File: src/hw/rtl/btd_pkg.sv
package btd_pkg;

	// Default width of the string length counter
	localparam int BTD_LENGTH_WIDTH = 32;

	// Event codes of a result item
	localparam logic [2:0] EV_PENDING = 3'd0;
	localparam logic [2:0] EV_BYTE    = 3'd1;
	localparam logic [2:0] EV_INT     = 3'd2;
	localparam logic [2:0] EV_EMPTY   = 3'd3;
	localparam logic [2:0] EV_ERROR   = 3'd4;

	// Error codes of a result item
	localparam logic [2:0] ER_NONE  = 3'd0;
	localparam logic [2:0] ER_FIRST = 3'd1;
	localparam logic [2:0] ER_INT   = 3'd2;
	localparam logic [2:0] ER_OVF   = 3'd3;
	localparam logic [2:0] ER_LEN   = 3'd4;
	localparam logic [2:0] ER_TRUNC = 3'd5;

	// Token bytes
	localparam logic [7:0] CH_I     = 8'h69;
	localparam logic [7:0] CH_E     = 8'h65;
	localparam logic [7:0] CH_COLON = 8'h3a;
	localparam logic [7:0] CH_MINUS = 8'h2d;
	localparam logic [7:0] CH_PLUS  = 8'h2b;
	localparam logic [7:0] CH_ZERO  = 8'h30;
	localparam logic [7:0] CH_NINE  = 8'h39;

	// Magnitude of the most negative 64-bit value, widened for the overflow check
	localparam logic [67:0] INT_NEG_LIMIT = 68'h0_8000_0000_0000_0000;

	// One result item
	typedef struct packed {
		logic [2:0]  event_res;
		logic [7:0]  str_byte;
		logic        str_last;
		logic [63:0] int_value;
		logic [2:0]  err_code;
	} btd_result_t;

endpackage

File: src/hw/rtl/btd_decode.sv
module btd_decode
	import btd_pkg::*;
#(
	parameter int LENGTH_WIDTH = BTD_LENGTH_WIDTH
) (
	input  logic        clk,
	input  logic        arst_n,
	input  logic        step,
	input  logic [7:0]  in_byte,
	input  logic        stream_end,
	output btd_result_t res
);

	typedef enum logic [2:0] {
		PH_IDLE,
		PH_INT_START,
		PH_INT_SIGN,
		PH_INT_DIGITS,
		PH_LEN,
		PH_STR
	} phase_t;

	phase_t                  phase_q, phase_d;
	logic [63:0]             mag_q, mag_d;
	logic                    neg_q, neg_d;
	logic                    dseen_q, dseen_d;
	logic                    lzero_q, lzero_d;
	logic [LENGTH_WIDTH-1:0] rem_q, rem_d;

	logic                    is_digit;
	logic [3:0]              digit;
	logic [67:0]             int_prod;
	logic                    int_ovf;
	logic [LENGTH_WIDTH+3:0] len_prod;
	logic                    len_ovf;

	// Classify the byte and form the times-ten products
	assign is_digit = (in_byte >= CH_ZERO) && (in_byte <= CH_NINE);
	assign digit    = in_byte[3:0];
	assign int_prod = ({4'b0, mag_q} << 3) + ({4'b0, mag_q} << 1) + {64'b0, digit};
	assign int_ovf  = (int_prod[67:63] != 5'b0) && !(neg_q && (int_prod == INT_NEG_LIMIT));
	assign len_prod = ({4'b0, rem_q} << 3) + ({4'b0, rem_q} << 1)
		+ {{LENGTH_WIDTH{1'b0}}, digit};
	assign len_ovf  = (len_prod[LENGTH_WIDTH+3:LENGTH_WIDTH] != 4'b0);

	// Next state and result for one byte
	always_comb begin
		phase_d = phase_q;
		mag_d   = mag_q;
		neg_d   = neg_q;
		dseen_d = dseen_q;
		lzero_d = lzero_q;
		rem_d   = rem_q;
		res     = '0;

		if (stream_end) begin
			if (phase_q != PH_IDLE) begin
				phase_d = PH_IDLE;
				mag_d = '0; neg_d = 1'b0; dseen_d = 1'b0; lzero_d = 1'b0; rem_d = '0;
				res.event_res = EV_ERROR;
				res.err_code  = ER_TRUNC;
			end
		end else begin
			unique case (phase_q)
				PH_IDLE: begin
					mag_d = '0; neg_d = 1'b0; dseen_d = 1'b0; lzero_d = 1'b0; rem_d = '0;
					if (in_byte == CH_I) begin
						phase_d = PH_INT_START;
					end else if (is_digit) begin
						rem_d   = {{(LENGTH_WIDTH-4){1'b0}}, digit};
						phase_d = PH_LEN;
					end else begin
						res.event_res = EV_ERROR;
						res.err_code  = ER_FIRST;
					end
				end
				PH_INT_START, PH_INT_SIGN, PH_INT_DIGITS: begin
					if (phase_q == PH_INT_START && (in_byte == CH_MINUS || in_byte == CH_PLUS))
					begin
						neg_d   = (in_byte == CH_MINUS);
						phase_d = PH_INT_SIGN;
					end else if (is_digit && !lzero_q && !int_ovf) begin
						if (!dseen_q && digit == 4'd0) begin
							lzero_d = 1'b1;
						end
						mag_d   = int_prod[63:0];
						dseen_d = 1'b1;
						phase_d = PH_INT_DIGITS;
					end else if (in_byte == CH_E && dseen_q) begin
						phase_d = PH_IDLE;
						mag_d = '0; neg_d = 1'b0; dseen_d = 1'b0; lzero_d = 1'b0; rem_d = '0;
						res.event_res = EV_INT;
						res.int_value = neg_q ? (64'd0 - mag_q) : mag_q;
					end else begin
						// leading zero wins over overflow
						phase_d = PH_IDLE;
						mag_d = '0; neg_d = 1'b0; dseen_d = 1'b0; lzero_d = 1'b0; rem_d = '0;
						res.event_res = EV_ERROR;
						res.err_code  = (is_digit && !lzero_q) ? ER_OVF : ER_INT;
					end
				end
				PH_LEN: begin
					if (is_digit && !len_ovf) begin
						rem_d = len_prod[LENGTH_WIDTH-1:0];
					end else if (in_byte == CH_COLON) begin
						if (rem_q == '0) begin
							phase_d = PH_IDLE;
							mag_d = '0; neg_d = 1'b0; dseen_d = 1'b0; lzero_d = 1'b0;
							rem_d = '0;
							res.event_res = EV_EMPTY;
						end else begin
							phase_d = PH_STR;
						end
					end else begin
						phase_d = PH_IDLE;
						mag_d = '0; neg_d = 1'b0; dseen_d = 1'b0; lzero_d = 1'b0; rem_d = '0;
						res.event_res = EV_ERROR;
						res.err_code  = ER_LEN;
					end
				end
				PH_STR: begin
					res.event_res = EV_BYTE;
					res.str_byte  = in_byte;
					if (rem_q[LENGTH_WIDTH-1:1] == '0) begin
						res.str_last = 1'b1;
						phase_d = PH_IDLE;
						mag_d = '0; neg_d = 1'b0; dseen_d = 1'b0; lzero_d = 1'b0; rem_d = '0;
					end else begin
						rem_d = rem_q - {{(LENGTH_WIDTH-1){1'b0}}, 1'b1};
					end
				end
				default: begin
					phase_d = PH_IDLE;
					mag_d = '0; neg_d = 1'b0; dseen_d = 1'b0; lzero_d = 1'b0; rem_d = '0;
				end
			endcase
		end
	end

	// Hold token state, advance on each transfer
	always_ff @(posedge clk or negedge arst_n) begin
		if (!arst_n) begin
			phase_q <= PH_IDLE;
			mag_q   <= '0;
			neg_q   <= 1'b0;
			dseen_q <= 1'b0;
			lzero_q <= 1'b0;
			rem_q   <= '0;
		end else if (step) begin
			phase_q <= phase_d;
			mag_q   <= mag_d;
			neg_q   <= neg_d;
			dseen_q <= dseen_d;
			lzero_q <= lzero_d;
			rem_q   <= rem_d;
		end
	end

	// String phase always has bytes left to take
	a_str_count: assert property (@(posedge clk) disable iff (!arst_n)
		(phase_q == PH_STR) |-> (rem_q != '0))
		else $error("string phase with zero remaining count");

	// Idle carries no leftover token state
	a_idle_clear: assert property (@(posedge clk) disable iff (!arst_n)
		(phase_q == PH_IDLE) |-> (mag_q == '0 && !neg_q && !dseen_q && !lzero_q && rem_q == '0))
		else $error("token state not cleared in idle");

	// Digit flag tracks the digits phase
	a_digits_phase: assert property (@(posedge clk) disable iff (!arst_n)
		dseen_q == (phase_q == PH_INT_DIGITS))
		else $error("digit flag out of step with phase");

	// Leading zero only ever stands alone
	a_lzero_mag: assert property (@(posedge clk) disable iff (!arst_n)
		lzero_q |-> (mag_q == '0 && phase_q == PH_INT_DIGITS))
		else $error("leading zero with nonzero magnitude");

endmodule

File: src/hw/rtl/bencode_token_decoder.sv
// Channel  Direction  Handshake            Payload
// in       input      in_valid / in_ready  in_byte, stream_end
// out      output     out_valid/out_ready  event_res, str_byte, str_last, int_value, err_code
//
// One result per input byte; one byte accepted every cycle while the result is not stalled;
// each byte passes through the input register and then the result register.
// The token state updates as a byte moves from the input register to the result register.
// arst_n clears token state and both valid flags; the decoder starts in idle.
// A stalled result holds the pipeline; an empty input register still takes a byte while it waits.
module bencode_token_decoder
	import btd_pkg::*;
#(
	parameter int LENGTH_WIDTH = BTD_LENGTH_WIDTH
) (
	input  logic        clk,
	input  logic        arst_n,
	input  logic        in_valid,
	output logic        in_ready,
	input  logic [7:0]  in_byte,
	input  logic        stream_end,
	output logic        out_valid,
	input  logic        out_ready,
	output logic [2:0]  event_res,
	output logic [7:0]  str_byte,
	output logic        str_last,
	output logic [63:0] int_value,
	output logic [2:0]  err_code
);

	logic        valid_s1;
	logic [7:0]  byte_s1;
	logic        end_s1;
	logic        valid_s2;
	btd_result_t res_s2;
	btd_result_t res;
	logic        advance;
	logic        step;

	assign advance  = !valid_s2 || out_ready;
	assign in_ready = !valid_s1 || advance;
	assign step     = valid_s1 && advance;

	btd_decode #(
		.LENGTH_WIDTH(LENGTH_WIDTH)
	) u_decode (
		.clk       (clk),
		.arst_n    (arst_n),
		.step      (step),
		.in_byte   (byte_s1),
		.stream_end(end_s1),
		.res       (res)
	);

	// Advance valid flags
	always_ff @(posedge clk or negedge arst_n) begin
		if (!arst_n) begin
			valid_s1 <= 1'b0;
			valid_s2 <= 1'b0;
		end else begin
			if (in_ready) begin
				valid_s1 <= in_valid;
			end
			if (advance) begin
				valid_s2 <= valid_s1;
			end
		end
	end

	// Capture payloads on transfer
	always_ff @(posedge clk) begin
		if (in_ready && in_valid) begin
			byte_s1 <= in_byte;
			end_s1  <= stream_end;
		end
		if (step) begin
			res_s2 <= res;
		end
	end

	assign out_valid = valid_s2;
	assign event_res = res_s2.event_res;
	assign str_byte  = res_s2.str_byte;
	assign str_last  = res_s2.str_last;
	assign int_value = res_s2.int_value;
	assign err_code  = res_s2.err_code;

	// Error code present exactly on error events
	a_err_code: assert property (@(posedge clk) disable iff (!arst_n)
		valid_s2 |-> ((res_s2.event_res == EV_ERROR) == (res_s2.err_code != ER_NONE)))
		else $error("error code does not match event");

	// Last mark only on string bytes
	a_last_byte: assert property (@(posedge clk) disable iff (!arst_n)
		(valid_s2 && res_s2.str_last) |-> (res_s2.event_res == EV_BYTE))
		else $error("last mark on a non-byte event");

	// A waiting input byte is consumed when the result register frees
	a_drain: assert property (@(posedge clk) disable iff (!arst_n)
		(valid_s1 && advance) |=> valid_s2)
		else $error("decoded byte lost between stages");

endmodule

File: config.mk
export PLATFORM = sky130hd
export DESIGN_NAME = bencode_token_decoder
export DESIGN_NICKNAME = d
export VERILOG_FILES = /design/src/hw/rtl/btd_pkg.sv /design/src/hw/rtl/btd_decode.sv /design/src/hw/rtl/bencode_token_decoder.sv
export SDC_FILE = /design/constraint.sdc
export NUM_CORES = 1
export LEC_CHECK = 0
export BUFFER_PORTS_ARGS = -buffer_cell sky130_fd_sc_hd__buf_2
export CAP_MARGIN = 20
export CORE_MARGIN = 4
export CORE_UTILIZATION = 64
export DETAILED_ROUTE_END_ITERATION = 10
export PLACE_DENSITY = 0.83
export SYNTH_ARGS = -nofsm -noshare
export SYNTH_HDL_FRONTEND = slang
export SYNTH_HIERARCHICAL = 1
export SYNTH_SLANG_ARGS = --single-unit
export TNS_END_PERCENT = 5
File: constraint.sdc
create_clock -name clk -period 6.15 [get_ports clk]
set_clock_uncertainty 0.2 [all_clocks]
set_input_delay 0.3075 -clock clk [delete_from_list [all_inputs] [get_ports clk]]
set_output_delay 0.3075 -clock clk [all_outputs]
set_load 0.005 [all_outputs]
### Yosys cells after proc, flatten, opt, wreduce, memory -nomap -nowiden

Cells that the tools add are included.

* bits in registers: 192
* input port bits: 13
* output and inout bits: 81
* logic and storage cells: 156

* add/sub/neg operators: 6
* $lt $le $gt $ge: 2
* equal/unequal tests: 21
* multiplexer cells: 73
* bitwise logic cells: 3
* reductions and logical operators: 36

Operators with widths (count)
* 2-to-1 mux 64 bit: 9
* 2-to-1 mux 32 bit: 8
* case mux 64 bit (3 select lines): 1
* case mux 32 bit (4 select lines): 1
* 2-to-1 mux 3 bit: 26
* adder 67 x 65 -> 68 bit: 1
* adder 68 x 4 -> 68 bit: 1
* equality test 68 x 64 -> 1 bit, second input constant: 1
* subtractor 1 x 64 -> 64 bit, first input constant: 1
* adder 35 x 33 -> 36 bit: 1
* adder 36 x 4 -> 36 bit: 1
* zero test 32 bit: 1
* subtractor 32 x 1 -> 32 bit, second input constant: 1
* zero test 31 bit: 1
* equality test 8 x 6 -> 1 bit, second input constant: 3
* case mux 3 bit (4 select lines): 2
* 2-to-1 mux 1 bit: 18
* equality test 8 x 7 -> 1 bit, second input constant: 2
* AND reduction 6 bit: 2
* logical AND 1 bit: 11
* AND reduction 5 bit: 2
* != test 3 bit, second input constant: 3
* case mux 1 bit (3 select lines): 3
* case mux 3 bit (3 select lines): 1
* 25 further kinds: 40

### Logic depth before layout (Yosys ltp)

Gate-level depths: netlist of run 1.

* word-level depth: 12
* gate-level depth with buffers: 19
* gate-level depth less buffers: 16

### Modules after synthesis

The synthesis of run 1 kept the hierarchy.

Modules (own cells, without submodules)
* btd_decode: instances 1, cells an instance 1999, area an instance 15178.3 µm², seq. area each 2552.4 µm²
* bencode_token_decoder: instances 1, cells an instance 96, area an instance 2746.4 µm², seq. area each 2692.6 µm²

### Least setup slack after synthesis of run 1

No wires, ideal clock.

* kind: reg2reg
* from: register byte_s1[3]
* to: register u_decode.rem_q[10]
* arrival time: 4887 ps
* setup slack: 938 ps
* cell stages (with the launch flop): 19
* clock period less this slack: 5212 ps
* path through: edfxtp_1 -> inv_1 -> fa_1 -> inv_1 -> ha_1 -> a21o_1 -> a221oi_4 -> or3_4 -> a211o_2 -> a21boi_2 -> or3_1 -> a221oi_2 -> nand4b_1 -> or4_4 -> or4_4 -> and2_4 -> buf_6 -> buf_6 -> mux2_4

* word-level cells in the longest chain between the ends: 9
* elaborated cells between the ends (all ways): 29
* classes of those cells: 2 x add/sub; 2 x order compare; 7 x eq/ne; 4 x mux; 14 x reduce/logical

Ends and longest elaborated chain
* start: declaration: line bencode_token_decoder.sv:31 `logic [7:0] byte_s1;`
* start signal: assignment: line bencode_token_decoder.sv:72 `byte_s1 <= in_byte;`
* adder 68 x 4 -> 68 bit: line btd_decode.sv:40 `assign int_prod = ({4'b0, mag_q} << 3) + ({4'b0, mag_q} << 1) + {64'b0, digit};`
* equality test 68 x 64 -> 1 bit: line btd_decode.sv:41 `assign int_ovf = (int_prod[67:63] != 5'b0) && !(neg_q && (int_prod == INT_NEG_LIMIT));`
* logical AND 1 bit: line btd_decode.sv:41
* zero test 1 bit: line btd_decode.sv:41
* logical AND 1 bit: line btd_decode.sv:41
* zero test 1 bit: line btd_decode.sv:82 `end else if (is_digit && !lzero_q && !int_ovf) begin`
* logical AND 1 bit: line btd_decode.sv:82
* != test 3 bit (no line)
* AND reduction 5 bit (no line)
* end signal: assignment: line btd_decode.sv:155 `rem_q <= rem_d;`
* end: declaration: line btd_decode.sv:28 `logic [LENGTH_WIDTH-1:0] rem_q, rem_d;`

Parallel ways exist; a longest one is shown, timed or not.
A chain may end at the register's enable or synchronous reset.

### Worst setup path in the final report of run 1

* from: register u_decode.mag_q[2]
* to: register u_decode.mag_q[16]

* word-level cells in the longest chain between the ends: 12
* elaborated cells between the ends (all ways): 13
* classes of those cells: 2 x add/sub; 1 x eq/ne; 4 x mux; 6 x reduce/logical

Ends and longest elaborated chain
* start: declaration: line btd_decode.sv:24 `logic [63:0] mag_q, mag_d;`
* start signal: assignment: line btd_decode.sv:151 `mag_q <= mag_d;`
* adder 67 x 65 -> 68 bit *: line btd_decode.sv:40
* adder 68 x 4 -> 68 bit *: line btd_decode.sv:40
* equality test 68 x 64 -> 1 bit: line btd_decode.sv:41
* logical AND 1 bit: line btd_decode.sv:41
* zero test 1 bit: line btd_decode.sv:41
* logical AND 1 bit: line btd_decode.sv:41
* zero test 1 bit: line btd_decode.sv:82
* logical AND 1 bit: line btd_decode.sv:82
* 2-to-1 mux 64 bit *: line btd_decode.sv:82
* 2-to-1 mux 64 bit *: line btd_decode.sv:78 `if (phase_q == PH_INT_START && (in_byte == CH_MINUS || in_byte == CH_PLUS))`
* case mux 64 bit (3 select lines) *: line btd_decode.sv:64 `unique case (phase_q)`
* 2-to-1 mux 64 bit *: line btd_decode.sv:56 `if (stream_end) begin`

Every way passes the cells marked *; elsewhere a longest branch is shown, timed or not. The select of a mux whose other input is x is not followed.

==> impl_metrics.json, run 1 <==
{
  "maxSlewHeadroom_pct": 29.1,
  "hpwl_um": 43900,
  "fin_ws_ns": 0.341,
  "cpMaxStageDelayCell": "fa_1",
  "antenna_found_initial": 1,
  "grt_pass1_vias": 16546,
  "min_path_type": "input pin to asynchronous set/reset pin",
  "post-cts-setup-buffers": 0,
  "grt_pass1_wl_um": 89400,
  "worstReg2RegStart": "u_decode/mag_q[2]",
  "setup_viol": 0,
  "portBuffers": 93,
  "maxCapViolCount": 0,
  "async_reset_ff_share_pct": 54.2,
  "drt-wirelength-per-cell_um": 22.7,
  "clock_sinks": 192,
  "fill_cells": 2189,
  "swShare_pct": 32.9,
  "core_um2": 27300,
  "critPathArrivalTime_ns": 5.94,
  "drt-initial-drc-count": 2401,
  "cp.required_ns": 6.28,
  "clkTransAtPathRegs_ns": 0.08,
  "finalCritPeriodShare_pct": 94.5,
  "grtUsageTotal_pct": 36.1,
  "syn-num-nets": 2305,
  "cts_tree": "done",
  "multi_input_area_um2": 12000,
  "cts_root_buffer": "clkbuf_16",
  "die_h_um": 175,
  "num_vias": 17565,
  "crit_start": "u_decode/mag_q[2]",
  "register_area_um2": 5250,
  "dieArea_um2": 30700,
  "place_area_um2": 18600,
  "syn-cell-area_um2": 17900,
  "synth_ff_type": "dfrtp_1",
  "critPathKind": "register to register",
  "synth_cells": 2095,
  "outcome": "complete, no violations",
  "final_util_pct": 71.0,
  "leakage_nw": 8.86,
  "die_x_um": 175,
  "synthAdderAreaFrac_pct": 13.9,
  "synth.distinct_cells": 96,
  "pin_count": 94,
  "synth_compound_area_share_pct": 24.8,
  "grt-ovfl-total": 0,
  "powerDensity_nw_per_um2": 168,
  "pre_cts_slack_ns": 0.433,
  "nets": 2343,
  "ys_ff_latch": 192,
  "numCtsBuffers": 17,
  "yosysSeqAreaShare_pct": 29.3,
  "avgViaCountPerCell": 6.98,
  "clock_latency_ns": 0.44,
  "p_int_mw": 2.18,
  "timing.critical_path.cells": "inv_1, fa_1, fa_1, nor2b_1, o31ai_1, a211o_1, a21oi_1, nor2_1, o41ai_1, a311oi_1, nor4_1, nand4_1, o41ai_4, nand3_2, buf_4, o31ai_1",
  "synth_edf_count": 88,
  "rows": 60,
  "ir_worst_vdd_v": 0.000216,
  "max_freq_mhz": 172,
  "stdcell_area_um2": 19300,
  "ant_nets": 0,
  "yosys.area_share.simple_pct": 20.2,
  "rsz0062_at_grt": "no",
  "finalSetupTns_ns": 0,
  "synth_top_family_by_area": "compound AO/OA/AOI/OAI gates",
  "yosys.area_share.xor_xnor_pct": 7.09,
  "area_growth_syn_to_layout_pct": 7.95,
  "num_antenna_cells": 0,
  "max_stage_delay_ns": 0.53,
  "critPathMaxFanout": 65,
  "clock_power_share_pct": 34.1,
  "syn_avg_cell_area_um2": 8.56,
  "pwr-share-comb_pct": 20.7,
  "worstSetupStartpointType": "register",
  "yosysWarnings": 6,
  "hold_ws_ns": 0.211,
  "drive_gt1_share_pct": 9.55,
  "cts.path.max_buffers": 2,
  "end_kind": "register",
  "p_switching_mw": 1.07,
  "place_congestion": 1.02,
  "p_seq_share_pct": 45.3,
  "htreeDepth": 4,
  "routed_wl_um": 57200,
  "grt_max_degree": 66,
  "hold_viol": 0,
  "worst_pin_slew_ns": 1.06,
  "drc": 0,
  "fin_crit_ns": 5.81,
  "initial_utilization_pct": 65.8,
  "first_pass_iters": 5,
  "slew_viol_final": 0,
  "synthMuxAreaShare_pct": 0.984
}
==> registers in the layout (all words and copies together) (netlist names) <==
register and count:
int_value 64, str_last 1, str_byte 8, event_res 3, u_decode/lzero_q 1, err_code 3, u_decode/dseen_q 1, end_s1 1
out_valid 1, u_decode/phase_q 3, u_decode/mag_q 64, u_decode/rem_q 32, byte_s1 8, valid_s1 1, u_decode/neg_q 1
==> Yosys cell counts, types with 16 or more instances <==
master | number | area share, %
o21ai_0 | 134 | 3.7
nor4_1 | 25 | 0.87
nor3_1 | 47 | 1.3
clkbuf_1 | 84 | 1.8
a21o_1 | 61 | 2.6
o31ai_1 | 50 | 2.1
and3_1 | 20 | 0.70
o2bb2ai_1 | 36 | 1.8
o211ai_1 | 23 | 0.96
o21a_1 | 29 | 1.2
nand4_1 | 57 | 2.0
inv_1 | 49 | 1.0
edfxtp_1 | 88 | 15
dfrtp_1 | 104 | 15
xor2_1 | 88 | 4.3
a21oi_1 | 151 | 4.2
nand3_1 | 89 | 2.5
ha_1 | 193 | 13
or3_1 | 24 | 0.84
nor2_1 | 201 | 4.2
nand2_1 | 154 | 3.2
buf_2 | 21 | 0.59
and2_1 | 16 | 0.56
xnor2_1 | 57 | 2.8
==> worst paths after layout <==
path / to / slack [ns] / cells after the start
max: u_decode/mag_q[16] / 0.34 / 16
min: u_decode/mag_q[9] / 0.21 / 2
max reg2reg: u_decode/mag_q[16] / 0.34 / 16
min reg2reg: str_byte[7] / 0.34 / 1
max in group asynchronous: u_decode/mag_q[39] / 4.21 / 3
min in group clk: str_byte[7] / 0.34 / 1
==> placed cells by master, fill, tap and decap left out, types with 23 or more instances in the layout <==
master     netlist  routed
nor2_1         201     201
ha_1           193     193
nand2_1        154     153
a21oi_1        151     150
o21ai_0        134     134
dfrtp_1        104     104
buf_2           21      92
edfxtp_1        88      88
nand3_1         89      88
xor2_1          88      88
a21o_1          61      61
nand4_1         57      57
xnor2_1         57      57
o31ai_1         50      50
inv_1           49      49
nor3_1          47      47
o2bb2ai_1       36      36
o21a_1          29      29
buf_4            5      28
nor4_1          25      25
or3_1           24      23
o211ai_1        23      23
==> metrics by stage <==
stage	cells	power [mW]
floorplan	2095	1.88
global placement	2473	2.12
detailed placement	2473	2.13
CTS	2518	3.23
global route	2518	3.36
finish	2518	3.24
==> worst max-delay path, delay by kind of cell (launching register included) <==
kind,cells,cell delay (ns)
simple gates,5,1.35
flops,1,0.51
buf+inv,2,0.45
fa+ha+maj,2,1.05
compound gates,7,2.11
==> repair_timing <==
action | in CTS | in global routing
resized for setup | 0 | 2
setup endpoints to repair | 0 | 21
hold buffers | 13 | 0
hold endpoints to repair | 53 | 0
==> per-layer routing <==
| layer | vias to the layer above | wire length [µm] | track usage [%] |
|---|---|---|---|
| li1 | 8024 | - | - |
| met1 | 8333 | 23800 | 50.4 |
| met2 | 1068 | 26200 | 57.9 |
| met3 | 138 | 5040 | 3.77 |
| met4 | 2 | 2250 | 14.3 |
| met5 | - | 11 | 0 |
==> power groups by stage <==
stage | clock network, mW | registers (mW) | logic [mW]
after floorplan | 0 | 1.48 | 0.403
after global placement | 0 | 1.49 | 0.628
after detailed placement | 0 | 1.49 | 0.639
after CTS | 1.11 | 1.47 | 0.650
after global routing | 1.17 | 1.47 | 0.718
final | 1.10 | 1.47 | 0.670
==> final cells by class <==
| type | instances | share of cell area, % |
|---|---|---|
| clock buffers | 19 | 2.29 |
| clock inverters | 13 | 0.776 |
| inverters | 49 | 0.951 |
| multi-input cells | 1739 | 62.2 |
| flip-flops and latches | 192 | 27.1 |
| well taps | 372 | 2.41 |
| repair buffers | 134 | 4.24 |
==> kinds of logic after synthesis <==
kind of cell | after synthesis
fa+ha+maj | 197
flops | 192
mux | 15
compound gates | 658
buf+inv | 164
simple gates | 724
xor+xnor | 145
Power figures use the tool's default switching activity.
==> run 2, diff against run 1 <==
CELL_PAD_IN_SITES_DETAIL_PLACEMENT = 1   (was not set)
CELL_PAD_IN_SITES_GLOBAL_PLACEMENT = 2   (was not set)
CORE_UTILIZATION = 39   (was 64)
PLACE_DENSITY = not set   (was 0.83)
PLACE_DENSITY_LB_ADDON = 0.1   (was not set)
==> impl_metrics.json, run 2 (synthesized netlist as in run 1, its figures left out) <==
{
  "area_growth_syn_to_layout_pct": 10.8,
  "routed_wl_um": 68300,
  "worst_pin_slew_ns": 1.02,
  "drt-wirelength-per-cell_um": 24.6,
  "maxCapViolCount": 0,
  "crit_path_end": "u_decode/mag_q[45]",
  "grt_max_degree": 66,
  "final_cell_mix": "nor2_1, ha_1, nand2_1, a21oi_1, o21ai_0",
  "reg2reg_depth": 15,
  "ant_nets": 0,
  "layout.cells.most_common": "nor2_1",
  "crit_buf_inv": 1,
  "numCtsBuffers": 17,
  "avgViaCountPerCell": 6.18,
  "cts.path.max_buffers": 2,
  "initial_utilization_pct": 39.5,
  "clkTransAtPathRegs_ns": 0.08,
  "hpwl_um": 54000,
  "post-cts-setup-buffers": 0,
  "drc": 0,
  "setup_viol": 0,
  "clock_latency_ns": 0.46,
  "outcome": "complete, no violations",
  "grt_pass1_vias": 17411,
  "cts_tree": "done",
  "clock_sinks": 192,
  "dieArea_um2": 49500,
  "htreeDepth": 4,
  "timing.critical_path.cells": "ha_1, ha_1, a21o_1, or3_4, o2111ai_2, a21oi_1, a211oi_1, mux2_1, nor4_1, nand4_1, or4_4, o41ai_4, nand3_2, buf_12, o31ai_1",
  "max_freq_mhz": 172,
  "grtUsageTotal_pct": 26.9,
  "die_x_um": 222,
  "final_util_pct": 43.8,
  "die_h_um": 222,
  "first_pass_iters": 5,
  "register_area_um2": 5250,
  "r2r_slack_ns": 0.33,
  "nets": 2368,
  "drive_gt1_share_pct": 10.6,
  "core_um2": 45400,
  "final_cells": 2771,
  "powerDensity_nw_per_um2": 167,
  "portBuffers": 93,
  "maxSlewHeadroom_pct": 31.8,
  "num_antenna_cells": 0,
  "cpMaxStageDelayCell": "or4_4",
  "num_vias": 17132,
  "reg2reg_to": "u_decode/mag_q[45]",
  "finalCritPeriodShare_pct": 94.6,
  "fill_cells": 5407,
  "critPathMaxFanout": 65,
  "worstSetupStartpointType": "register",
  "rsz0062_at_grt": "no",
  "finalSetupTns_ns": 0,
  "slew_viol_final": 0,
  "grt_pass1_wl_um": 106000,
  "drt-initial-drc-count": 1510,
  "crit_top_cell": "ha_1",
  "crit_start": "u_decode/mag_q[6]",
  "cts_root_buffer": "clkbuf_16",
  "leakage_nw": 9.01,
  "hold_viol": 0,
  "cp.required_ns": 6.27,
  "crit_family": "compound AO/OA/AOI/OAI gates",
  "end_kind": "register",
  "rows": 78,
  "pin_count": 94,
  "grt-ovfl-total": 0,
  "ir_worst_vdd_v": 0.000144,
  "fin_ws_ns": 0.334,
  "critPathArrivalTime_ns": 5.94,
  "dp.cells": 2723,
  "place_congestion": 0.903,
  "max_stage_delay_ns": 0.58,
  "worstReg2RegStart": "u_decode/mag_q[6]",
  "fin_crit_ns": 5.82,
  "path_depth": 15,
  "min_path_type": "input pin to asynchronous set/reset pin",
  "multi_input_area_um2": 12000,
  "pre_cts_slack_ns": 0.276,
  "critPathKind": "register to register",
  "antenna_found_initial": 0
}
==> run 2: through the flow <==
step           instance area, µm²  hold slack (ns)  total power [mW]
5_1_grt                     19900            0.268              3.47
3_3_place_gp                19100            0.168              2.20
2_1_floorplan               17900           -0.188              1.88
4_1_cts                     19800            0.223              3.34
6_report                    19900            0.209              3.31
3_5_place_dp                19100            0.180              2.20
==> run 2: cell type report <==
| cell class | count | area share [%] |
|---|---|---|
| Multi-Input combinational cell | 1739 | 60.6 |
| Timing Repair Buffer | 159 | 5.43 |
| Inverter | 49 | 0.926 |
| Clock buffer | 21 | 2.37 |
| Clock inverter | 11 | 0.491 |
| Tap cell | 600 | 3.78 |
| Sequential cell | 192 | 26.4 |
==> run 2: timing repair <==
| action | CTS | global route |
|---|---|---|
| gates resized for setup | 0 | 1 |
| hold buffers | 13 | 0 |
| endpoints found under the hold margin | 55 | 0 |
| endpoints found under the setup margin | 0 | 1 |
==> run 2: worst min-delay path by stage <==
stage                      start                end  slack, ns
final                     arst_n  u_decode/mag_q[4]       0.21
after global routing      arst_n  u_decode/mag_q[4]       0.27
after CTS                 arst_n  u_decode/mag_q[4]       0.22
after detailed placement  arst_n  u_decode/mag_q[4]       0.18
after global placement    arst_n  u_decode/mag_q[6]       0.17
after floorplan           arst_n          out_valid      -0.19
==> run 2: routing by layer <==
| metal | GRT usage [%] | wire length (µm) | vias up |
|---|---|---|---|
| li1 | - | - | 8048 |
| met1 | 38.5 | 32400 | 8626 |
| met2 | 44.0 | 31800 | 397 |
| met3 | 2.63 | 2700 | 61 |
| met4 | 6.46 | 1400 | 0 |
| met5 | 0 | 0 | - |
==> run 2: power breakdown <==
group          total [mW]  switching (mW)  internal, mW
clock network        1.12           0.554         0.564
registers            1.47          0.0606          1.41
logic               0.722           0.504         0.218
total                3.31            1.12          2.19
==> run 3, diff against run 2 <==
REMOVE_ABC_BUFFERS = 1   (was not set)
==> impl_metrics.json, run 3 (synthesized netlist as in run 1, its figures left out) <==
{
  "dieArea_um2": 49500,
  "num_vias": 17070,
  "ant_nets": 0,
  "rsz0062_at_grt": "no",
  "max_stage_delay_ns": 0.61,
  "clkTransAtPathRegs_ns": 0.08,
  "grt_pass1_vias": 17538,
  "grt_pass1_wl_um": 104000,
  "nets": 2354,
  "worstReg2RegStart": "u_decode/mag_q[0]",
  "min_path_type": "input pin to asynchronous set/reset pin",
  "maxCapViolCount": 0,
  "drt-initial-drc-count": 1164,
  "cpMaxStageDelayCell": "fa_1",
  "worst_pin_slew_ns": 1.04,
  "pin_count": 94,
  "first_pass_iters": 5,
  "cp.required_ns": 6.29,
  "end_kind": "register",
  "final_cell_mix": "nor2_1, ha_1, nand2_1, a21oi_1, o21ai_0",
  "hpwl_um": 53100,
  "cts.path.max_buffers": 2,
  "fin_crit_ns": 5.86,
  "critPathArrivalTime_ns": 6.00,
  "timing.critical_path.cells": "inv_1, fa_1, inv_1, ha_1, a21o_1, a221oi_4, or3_4, a21oi_1, nor2_1, xnor2_1, nor4_2, nand4_1, or4_4, or4_4, and2_4, mux2_1",
  "slew_viol_final": 0,
  "pre_cts_slack_ns": 0.0337,
  "grtUsageTotal_pct": 26.4,
  "setup_viol": 0,
  "num_antenna_cells": 0,
  "core_um2": 45400,
  "htreeDepth": 4,
  "drive_gt1_share_pct": 10.2,
  "drc": 0,
  "cts_tree": "done",
  "cts_root_buffer": "clkbuf_16",
  "routed_wl_um": 66900,
  "fin_ws_ns": 0.293,
  "hold_viol": 0,
  "critPathMaxFanout": 14,
  "ir_worst_vdd_v": 0.000156,
  "avgViaCountPerCell": 6.19,
  "post-cts-setup-buffers": 0,
  "area_growth_syn_to_layout_pct": 10.6,
  "crit_buf_inv": 2,
  "finalSetupTns_ns": 0,
  "place_congestion": 0.959,
  "max_freq_mhz": 171,
  "layout.cells.most_common": "nor2_1",
  "finalCritPeriodShare_pct": 95.2,
  "maxSlewHeadroom_pct": 30.4,
  "leakage_nw": 8.96,
  "outcome": "complete, no violations",
  "clock_sinks": 192,
  "die_h_um": 222,
  "numCtsBuffers": 17,
  "worstSetupStartpointType": "register",
  "initial_utilization_pct": 39.5,
  "drt-wirelength-per-cell_um": 24.3,
  "fill_cells": 5449,
  "clock_latency_ns": 0.46,
  "crit_family": "simple AND/OR/NAND/NOR gates",
  "crit_start": "u_decode/mag_q[0]",
  "rows": 78,
  "die_x_um": 222,
  "grt_max_degree": 66,
  "antenna_found_initial": 0,
  "grt-ovfl-total": 0,
  "powerDensity_nw_per_um2": 170,
  "portBuffers": 93,
  "critPathKind": "register to register"
}
==> run 3: power breakdown <==
group	internal, mW	leakage (nW)	switching [mW]
registers	1.41	2.32	0.0623
clock network	0.628	0.308	0.573
logic	0.214	6.34	0.480
==> run 3: through the flow <==
step	instance area [µm²]	hold slack, ns	std cells	power, mW	utilization, %
3_3_place_gp	19000	0.213	2711	2.17	41.9
6_report	19800	0.241	2757	3.37	43.7
2_1_floorplan	17400	-0.188	1980	1.86	-
5_1_grt	19800	0.314	2757	3.52	43.7
3_5_place_dp	19000	0.219	2711	2.18	41.9
4_1_cts	19800	0.262	2756	3.39	43.6
==> run 3: area by class of cell <==
class                           instances  area [µm²]  area share, %
Timing Repair Buffer                  145         961           4.85
Sequential cell                       192        5250           26.5
Clock inverter                         15         210           1.06
Clock buffer                           17         425           2.15
Tap cell                              600         751           3.79
Multi-Input combinational cell       1739       12100           60.8
Inverter                               49         184          0.927
==> run 3: per-layer routing <==
layer | track usage [%] | wire [µm]
met5 | 0 | 0
met4 | 6.58 | 1530
met3 | 2.06 | 2150
met2 | 45.0 | 32000
met1 | 36.7 | 31200
==> run 3: path summary, 6_finish.rpt <==
path	to	slack, ns	cells past startpoint
max	u_decode/rem_q[0]	0.29	16
min	u_decode/mag_q[7]	0.24	2
max reg2reg	u_decode/rem_q[0]	0.29	16
min reg2reg	u_decode/lzero_q	0.35	2
max in group asynchronous	u_decode/rem_q[23]	4.29	3
min in group clk	u_decode/lzero_q	0.35	2
==> run 3: repair_timing <==
action,CTS,global route
resized for setup,1,3
hold endpoints to repair,67,0
gates cloned,0,0
hold buffers,13,0
setup endpoints to repair,1,89
